File: src/rtl/smeu_pkg.sv
// ----------------------------------------------------------------------------
// smeu_pkg: shared types and constants of the stack machine execute unit
// Opcodes, sequencer states, channel payloads and the control bundle to the
// arithmetic unit.
// ----------------------------------------------------------------------------
`default_nettype none

package smeu_pkg;

    localparam int unsigned DATA_W = 64;
    localparam int unsigned OP_W   = 5;
    localparam int unsigned VIDX_W = 4;

    typedef enum logic [OP_W-1:0] {
        OP_PUSH  = 5'd0,
        OP_LOAD  = 5'd1,
        OP_STORE = 5'd2,
        OP_ADD   = 5'd3,
        OP_SUB   = 5'd4,
        OP_MUL   = 5'd5,
        OP_DIV   = 5'd6,
        OP_GT    = 5'd7,
        OP_LT    = 5'd8,
        OP_GE    = 5'd9,
        OP_LE    = 5'd10,
        OP_EQ    = 5'd11,
        OP_NE    = 5'd12,
        OP_PRINT = 5'd13,
        OP_JZ    = 5'd14,
        OP_JMP   = 5'd15,
        OP_HALT  = 5'd16
    } opcode_t;

    typedef enum logic [2:0] {
        ST_IDLE,
        ST_POPB,
        ST_POPA,
        ST_EXEC,
        ST_ALU,
        ST_DONE
    } state_t;

    // arithmetic unit sequencer
    typedef enum logic [1:0] { A_IDLE, A_MUL, A_DIV, A_FIN } astate_t;

    typedef struct packed {
        logic            start;
        logic [OP_W-1:0] op;
    } alu_ctl_t;

    typedef struct packed {
        logic busy;
        logic done;
        logic dz;
    } alu_sts_t;

    // request channel payload
    typedef struct packed {
        logic [OP_W-1:0]   req_type;
        logic [DATA_W-1:0] immediate;
        logic [VIDX_W-1:0] var_index;
    } instr_t;

    // result channel payload
    typedef struct packed {
        logic              print_valid;
        logic [DATA_W-1:0] print_value;
        logic              branch_taken;
        logic              halted;
        logic              div_by_zero;
        logic              stack_overflow;
    } outcome_t;

endpackage

`default_nettype wire

File: src/rtl/smeu_alu.sv
// ----------------------------------------------------------------------------
// smeu_alu: shared multi-cycle arithmetic unit
// Add, subtract, compare in one step; multiply as 16x64 partial products over
// four steps; signed divide as one restoring quotient bit per step.
// ----------------------------------------------------------------------------
`default_nettype none

module smeu_alu
    import smeu_pkg::*;
(
    input  wire logic                     clk,
    input  wire logic                     rst_n,
    input  wire smeu_pkg::alu_ctl_t       ctl,
    input  wire logic [smeu_pkg::DATA_W-1:0] a,
    input  wire logic [smeu_pkg::DATA_W-1:0] b,
    output smeu_pkg::alu_sts_t            sts,
    output logic [smeu_pkg::DATA_W-1:0]   result
);
    astate_t             st_reg, st_next;
    logic [6:0]          cnt_reg, cnt_next;
    logic [DATA_W-1:0]   acc_reg, acc_next;
    logic [DATA_W-1:0]   rem_reg, rem_next;
    logic [DATA_W-1:0]   quo_reg, quo_next;
    logic [DATA_W-1:0]   mb_reg, mb_next;
    logic [DATA_W-1:0]   ma_reg, ma_next;
    logic                neg_reg, neg_next;
    logic                dz_reg, dz_next;
    logic [DATA_W-1:0]   res_reg, res_next;

    logic                slt_ab, slt_ba;
    logic [DATA_W-1:0]   abs_a, abs_b;
    logic [DATA_W:0]     rem_sh, rem_sub;
    logic [15:0]         mpart;
    logic [DATA_W+15:0]  pprod;

    assign slt_ab = $signed(a) < $signed(b);
    assign slt_ba = $signed(b) < $signed(a);
    assign abs_a  = a[DATA_W-1] ? (~a + 1'b1) : a;
    assign abs_b  = b[DATA_W-1] ? (~b + 1'b1) : b;
    assign rem_sh  = {rem_reg, ma_reg[DATA_W-1]};
    assign rem_sub = rem_sh - {1'b0, mb_reg};
    assign mpart   = mb_reg[15:0];
    assign pprod   = {16'd0, ma_reg} * {{DATA_W{1'b0}}, mpart};

    always_comb
    begin
        st_next  = st_reg;
        cnt_next = cnt_reg;
        acc_next = acc_reg;
        rem_next = rem_reg;
        quo_next = quo_reg;
        mb_next  = mb_reg;
        ma_next  = ma_reg;
        neg_next = neg_reg;
        dz_next  = dz_reg;
        res_next = res_reg;
        unique case (st_reg)
            A_IDLE:
            begin
                if (ctl.start)
                begin
                    dz_next  = 1'b0;
                    cnt_next = '0;
                    unique case (ctl.op)
                        OP_ADD:  begin res_next = a + b; st_next = A_FIN; end
                        OP_SUB:  begin res_next = a - b; st_next = A_FIN; end
                        OP_GT:   begin res_next = {63'd0, slt_ba};  st_next = A_FIN; end
                        OP_LT:   begin res_next = {63'd0, slt_ab};  st_next = A_FIN; end
                        OP_GE:   begin res_next = {63'd0, !slt_ab}; st_next = A_FIN; end
                        OP_LE:   begin res_next = {63'd0, !slt_ba}; st_next = A_FIN; end
                        OP_EQ:   begin res_next = {63'd0, a == b};  st_next = A_FIN; end
                        OP_NE:   begin res_next = {63'd0, a != b};  st_next = A_FIN; end
                        OP_MUL:
                        begin
                            ma_next  = a;
                            mb_next  = b;
                            acc_next = '0;
                            st_next  = A_MUL;
                        end
                        OP_DIV:
                        begin
                            if (b == '0)
                            begin
                                dz_next  = 1'b1;
                                res_next = '0;
                                st_next  = A_FIN;
                            end
                            else
                            begin
                                ma_next  = abs_a;
                                mb_next  = abs_b;
                                neg_next = a[DATA_W-1] ^ b[DATA_W-1];
                                rem_next = '0;
                                quo_next = '0;
                                st_next  = A_DIV;
                            end
                        end
                        default: begin res_next = '0; st_next = A_FIN; end
                    endcase
                end
            end
            A_MUL:
            begin
                // add one 16-bit slice product, then shift the b operand
                acc_next = acc_reg + (pprod[DATA_W-1:0] << {cnt_reg[1:0], 4'd0});
                mb_next  = mb_reg >> 16;
                cnt_next = cnt_reg + 7'd1;
                if (cnt_reg[1:0] == 2'd3)
                begin
                    res_next = acc_reg + (pprod[DATA_W-1:0] << 48);
                    st_next  = A_FIN;
                end
            end
            A_DIV:
            begin
                ma_next = ma_reg << 1;
                if (!rem_sub[DATA_W])
                begin
                    rem_next = rem_sub[DATA_W-1:0];
                    quo_next = {quo_reg[DATA_W-2:0], 1'b1};
                end
                else
                begin
                    rem_next = rem_sh[DATA_W-1:0];
                    quo_next = {quo_reg[DATA_W-2:0], 1'b0};
                end
                cnt_next = cnt_reg + 7'd1;
                if (cnt_reg == 7'd63)
                begin
                    res_next = neg_reg ? (~quo_next + 1'b1) : quo_next;
                    st_next  = A_FIN;
                end
            end
            A_FIN:   st_next = A_IDLE;
            default: st_next = A_IDLE;
        endcase
    end

    always_ff @(posedge clk or negedge rst_n)
    begin
        if (!rst_n)
        begin
            st_reg  <= A_IDLE;
            cnt_reg <= '0;
            dz_reg  <= 1'b0;
        end
        else
        begin
            st_reg  <= st_next;
            cnt_reg <= cnt_next;
            dz_reg  <= dz_next;
        end
    end

    always_ff @(posedge clk)
    begin
        acc_reg <= acc_next;
        rem_reg <= rem_next;
        quo_reg <= quo_next;
        mb_reg  <= mb_next;
        ma_reg  <= ma_next;
        neg_reg <= neg_next;
        res_reg <= res_next;
    end

    always_comb
    begin
        sts.busy = (st_reg != A_IDLE);
        sts.done = (st_reg == A_FIN);
        sts.dz   = dz_reg;
    end
    assign result = res_reg;

endmodule

`default_nettype wire

File: config.mk
export PLATFORM = sky130hd
export DESIGN_NAME = smeu_alu
export DESIGN_NICKNAME = d
export VERILOG_FILES = /design/src/rtl/smeu_pkg.sv /design/src/rtl/smeu_alu.sv
export SDC_FILE = /design/constraint.sdc
export NUM_CORES = 2
export LEC_CHECK = 0
export BUFFER_PORTS_ARGS = -buffer_cell sky130_fd_sc_hd__buf_2
export CORE_MARGIN = 10
export CORE_UTILIZATION = 45
export CTS_CLUSTER_DIAMETER = 100
export DETAILED_ROUTE_END_ITERATION = 16
export HOLD_SLACK_MARGIN = 0.15
export PLACE_DENSITY = 0.61
export SLEW_MARGIN = 30
export SYNTH_ARGS = -nofsm -noshare
export SYNTH_HDL_FRONTEND = slang
export SYNTH_SLANG_ARGS = --single-unit
File: constraint.sdc
create_clock -name clk -period 16.1 [get_ports clk]
set_input_delay 0.805 -clock clk [delete_from_list [all_inputs] [get_ports clk]]
set_output_delay 0.805 -clock clk [all_outputs]
set_load 0.1 [all_outputs]
Word level (Yosys, flattened, before mapping)
Index checks and enable logic that the tools add are counted.

$add $sub $neg: 9. $mul: 1. Div/mod/pow operators: 0. $lt $le $gt $ge: 2. Equality and inequality tests: 27. Shift-type cells: 1. Mux-type cells: 38. Bitwise logic cells: 5. Reduce and logical (&&, ||, !) cells: 19.

Operators with widths (count): $mux 64 (18); $pmux 64 s2 (6); $pmux 64 s10 (1); $add 64x1->64 const B (3); $add 64x64->64 (3); $not 64->64 (3); $pmux 64 s3 (1); $lt 64x64->1 (2); $pmux 63 s2 (1); $sub 65x64->65 (1); $eq 64x64->1 (1); $logic_not 64->1 (1); $mul 64x16->64 (1); $ne 64x64->1 (1); $shl 64x6->64 (1); $sub 64x64->64 (1); $eq 5x4->1 const B (5); $eq 5x3->1 const B (4); $reduce_and 4->1 (4); $pmux 7 s2 (1); $ne 2x2->1 const B (5); $pmux 2 s4 (1); $reduce_bool 2->1 (4); $add 7x1->7 const B (1); 20 further kinds (32).

Bits in registers: 394. Latch bits: 0. RAM bits: 0. Memory bits (read-only): 0. Bits of input ports: 136. Output and inout bits: 67. Logic and storage cells: 112. Memories: 0.

Depth between registers and ports, before layout
Depth in word-level cells: 8. Gate-level depth with buffers: 44. Mapped depth without buffers: 42.

Worst setup path before layout
OpenSTA, ideal clock, no wires.

Path kind: input-to-reg. Start point: in b[1] (netlist name). End point: reg quo_reg[0], enable pin. Library setup time: 790 ps. Data arrival time: 11256 ps. Data required time: 15310 ps. Setup slack: 4054 ps. Cell stages on the path: 13. Path buffers: 0. Cells stage by stage: inv_1 > ha_1 > nand3_1 > or3_1 > nor3_1 > and2_1 > nor2b_1 > nand2_1 > nor2_1 > nand2_1 > or3_1 > nand2_1 > o21ai_0.

Cells in the longest elaborated chain, start to end: 3.

Ends and longest elaborated chain: from (decl) (RTL line smeu_alu.sv:15) `input wire logic [smeu_pkg::DATA_W-1:0] b,`; $logic_not 64->1 (RTL line smeu_alu.sv:82) `if (b == '0)`; $ne 2x2->1 (no source line); $reduce_and 4->1 (no source line); to (signal assigned) (RTL line smeu_alu.sv:159) `quo_reg <= quo_next;`; to (decl) (RTL line smeu_alu.sv:23) `logic [DATA_W-1:0] quo_reg, quo_next;`.

Every way passes these cells. A chain may end at the register's enable or synchronous reset.

Worst setup path after layout
Start point: reg mb_reg[5]. End point: reg acc_reg[58] (data pin).

Cells in the longest elaborated chain, start to end: 4.

Ends and longest elaborated chain: from (decl) (RTL line smeu_alu.sv:24) `logic [DATA_W-1:0] mb_reg, mb_next;`; from (signal assigned) (RTL line smeu_alu.sv:160) `mb_reg <= mb_next;`; $mul 64x16->64 (RTL line smeu_alu.sv:43) `assign pprod = {16'd0, ma_reg} * {{DATA_W{1'b0}}, mpart};`; $shl 64x6->64 (RTL line smeu_alu.sv:105) `acc_next = acc_reg + (pprod[DATA_W-1:0] << {cnt_reg[1:0], 4'd0});`; $add 64x64->64 (RTL line smeu_alu.sv:105); $pmux 64 s2 (RTL line smeu_alu.sv:57) `unique case (st_reg)`; to (signal assigned) (RTL line smeu_alu.sv:157) `acc_reg <= acc_next;`; to (decl) (RTL line smeu_alu.sv:21) `logic [DATA_W-1:0] acc_reg, acc_next;`.

Every way passes these cells.

==> run metrics <==
final hold viol count=0; Slew HR=29.2%; Worst EP required=16470 ps; Max clock buf depth=3; Synth Warn #=0; initial antenna violation count=81; Slew Viols, Final=0; post-layout min period=11340 ps; layout cells sized above 1=5.87%; Via density=5.96; DP HPWL=197000 um; Initial Util=45.3%; die area=0.158 sq mm; Slowest Stage Delay on Critical Path=520 ps; RSZ-0062 raised after global routing=false; GRT overflow=0; Worst path most repeated cell=fa_1; share of the synthesized area in the top cell type=23.6%; Synth Area per Inst=8.42 sq um; CP Capture Point=acc_reg[58]; vias in the first global route=56300; Worst Hold Margin=451 ps; # DRC=0; Worst-path clk slew=60 ps; max cap viols=0; setup bufs post-CTS=0; sequential share of the synthesized area=18.3%; standard-cell row count=138; Clock Skew=74.8 ps; run status=complete, no violations; Fmax=88.2 MHz; first-pass GRT wire length=367000 um; Sum Neg Setup Slack=0 ps; GRT Total Usage=30.5%; Layout area overhead=7.01%; # setup viols final=0; clk_lat worst skew=690 ps; Gate Count Post-Synth=7631; worst hold stages=3; r2r setup slk=4760 ps; Hold Path Class=primary input to flop; Final nets=8904; core area=0.142 sq mm; worst r2r path cells=40; I/O Buffers=202; synthesized flop and latch total=394; synthesized net count=8965; synthesized cell area=0.0642 sq mm; reg-to-reg startpoint=mb_reg[5]; Clock Tree Root=clkbuf_16; Worst Setup SP=mb_reg[5]; Die Width=398 um; GPL Wtd Cong=1.06; post-CTS sizing=0; CTS Buf Count=50; Critical Path AT=11710 ps; IO Count=203; endpoint type of the worst setup path=flop; dominant cells by area after synthesis=fa_1 24%, edfxtp_1 18%, ha_1 8.6%; fin crit share=70.4%; pin slew with the least headroom to its limit=1060 ps; number of synthesized flops with an enable pin=384; Total Wirelength=246000 um; Netlist cell types=96; Clock H-tree levels=2; Crit Path Max Fanout=41; slowest CP cell=fa_1; Clock Sinks=394; vias=56800; overall die height=398 um; Critical Path Source Type=flop; Routed WL per cell=25.8 um; R2R Path End=acc_reg[58]; DRT antenna net count=0; Crit Path Category=flop to flop; largest net degree at the start of global routing=88; DRT Pass-1 Iters=8; async set-reset flop share out of synthesis=2.54%; Synth Flop Type=edfxtp_1; CTS tree=yes; dominant cell type by area after synthesis=fa_1; DRT iter0 DRCs=5690
[area by class of cell]
class                           count  area, sq um
Antenna cell                       38         95.1
Fill cell                       13800        73000
Sequential cell                   394        11800
Multi-Input combinational cell   5767        47100
Tap cell                         1890         2360
Inverter                         1060         3980
Clock inverter                     39          402
Clock buffer                       55         1270
Timing Repair Buffer              297         1790
[Yosys cell counts (all sizes together), types with 11 or more instances]
| cell | number |
|---|---|
| a221oi | 26 |
| edfxtp | 384 |
| nor4 | 37 |
| o31ai | 57 |
| a22oi | 19 |
| xor2 | 137 |
| buf | 25 |
| nand2 | 1059 |
| nor3 | 86 |
| a21oi | 439 |
| nor2b | 41 |
| o221ai | 33 |
| nand4 | 62 |
| a211oi | 47 |
| a31oi | 66 |
| or4 | 20 |
| a21o | 161 |
| fa | 757 |
| clkbuf | 385 |
| or2 | 16 |
| o211ai | 31 |
| o22ai | 38 |
| mux2i | 73 |
| a221o | 28 |
| o21ai | 445 |
| o41ai | 29 |
| a41oi | 16 |
| nand3 | 84 |
| inv | 1058 |
| and2 | 373 |
| nand2b | 59 |
| o21bai | 58 |
| o21a | 45 |
| nor2 | 465 |
| xnor2 | 268 |
| or3 | 35 |
| ha | 441 |
| o311ai | 11 |
| a32o | 15 |
| and3 | 36 |
[cell families after synthesis]
kind of cell	count (synthesis)	share of synthesized area, %
compound gates	1685	16.9
buf+inv	1470	8.60
simple gates	2405	17.3
mux	74	1.17
xor+xnor	405	5.52
flops	394	18.3
fa+ha+maj	1198	32.2
[routing by layer]
metal  up-vias  wire (um)  GRT usage (%)
li1      25300          -              -
met1     28300      98300           39.6
met2      2587     110000           47.5
met3       566      25600           8.64
met4        78      12100           13.1
met5         -        523              0
[placed cells by master (no fill, tap or decap), types with 50 or more instances in the layout]
| cell type | n |
|---|---|
| ha_1 | 438 |
| buf_2 | 202 |
| fa_1 | 757 |
| nand2b_1 | 59 |
| buf_4 | 87 |
| mux2i_1 | 73 |
| o21ai_0 | 420 |
| a21o_1 | 161 |
| and2_1 | 372 |
| xor2_1 | 137 |
| xnor2_1 | 267 |
| nand2_1 | 1057 |
| a21oi_1 | 437 |
| o21bai_1 | 58 |
| nand4_1 | 62 |
| a31oi_1 | 65 |
| nor3_1 | 83 |
| nor2_1 | 465 |
| inv_1 | 1056 |
| nand3_1 | 83 |
| clkbuf_16 | 50 |
| o31ai_1 | 57 |
| edfxtp_1 | 384 |
[critical path, delay by kind of cell, from the launching register on]
family | cells | cell delay, ps
AO/OA/AOI/OAI | 16 | 3830
XOR/XNOR | 2 | 610
adder cells (fa/ha/maj) | 8 | 3610
buffers and inverters | 6 | 1040
flip-flops | 1 | 330
multiplexers | 1 | 190
AND/OR/NAND/NOR | 7 | 1390
[timing repair]
action                                 4_1_cts  5_1_grt
endpoints found under the hold margin       10        0
hold buffers                                 1        0
setup endpoints to repair                    0        0
[worst min path at each step]
stage | start | slack [ps] | end
final | ctl[5] | 450 | dz_reg
after global placement | dz_reg | 490 | dz_reg
after floorplan | dz_reg | 450 | dz_reg
after CTS | ctl[5] | 420 | dz_reg
after detailed placement | dz_reg | 520 | dz_reg
after global routing | ctl[5] | 500 | dz_reg
[through the flow]
step           util (%)  cell area [sq um]  setup WS, ps  cells
2_1_floorplan         -              64200          4050   7631
3_3_place_gp       47.1              66800          5120   9400
3_5_place_dp       47.2              66900          4970   9403
4_1_cts            48.4              68600          4930   9498
5_1_grt            48.4              68700          4160   9512
6_report           48.5              68700          4760   9540
Power is not shown: default switching activity piles up to over one toggle a cycle in this logic, so the estimate is an artifact.
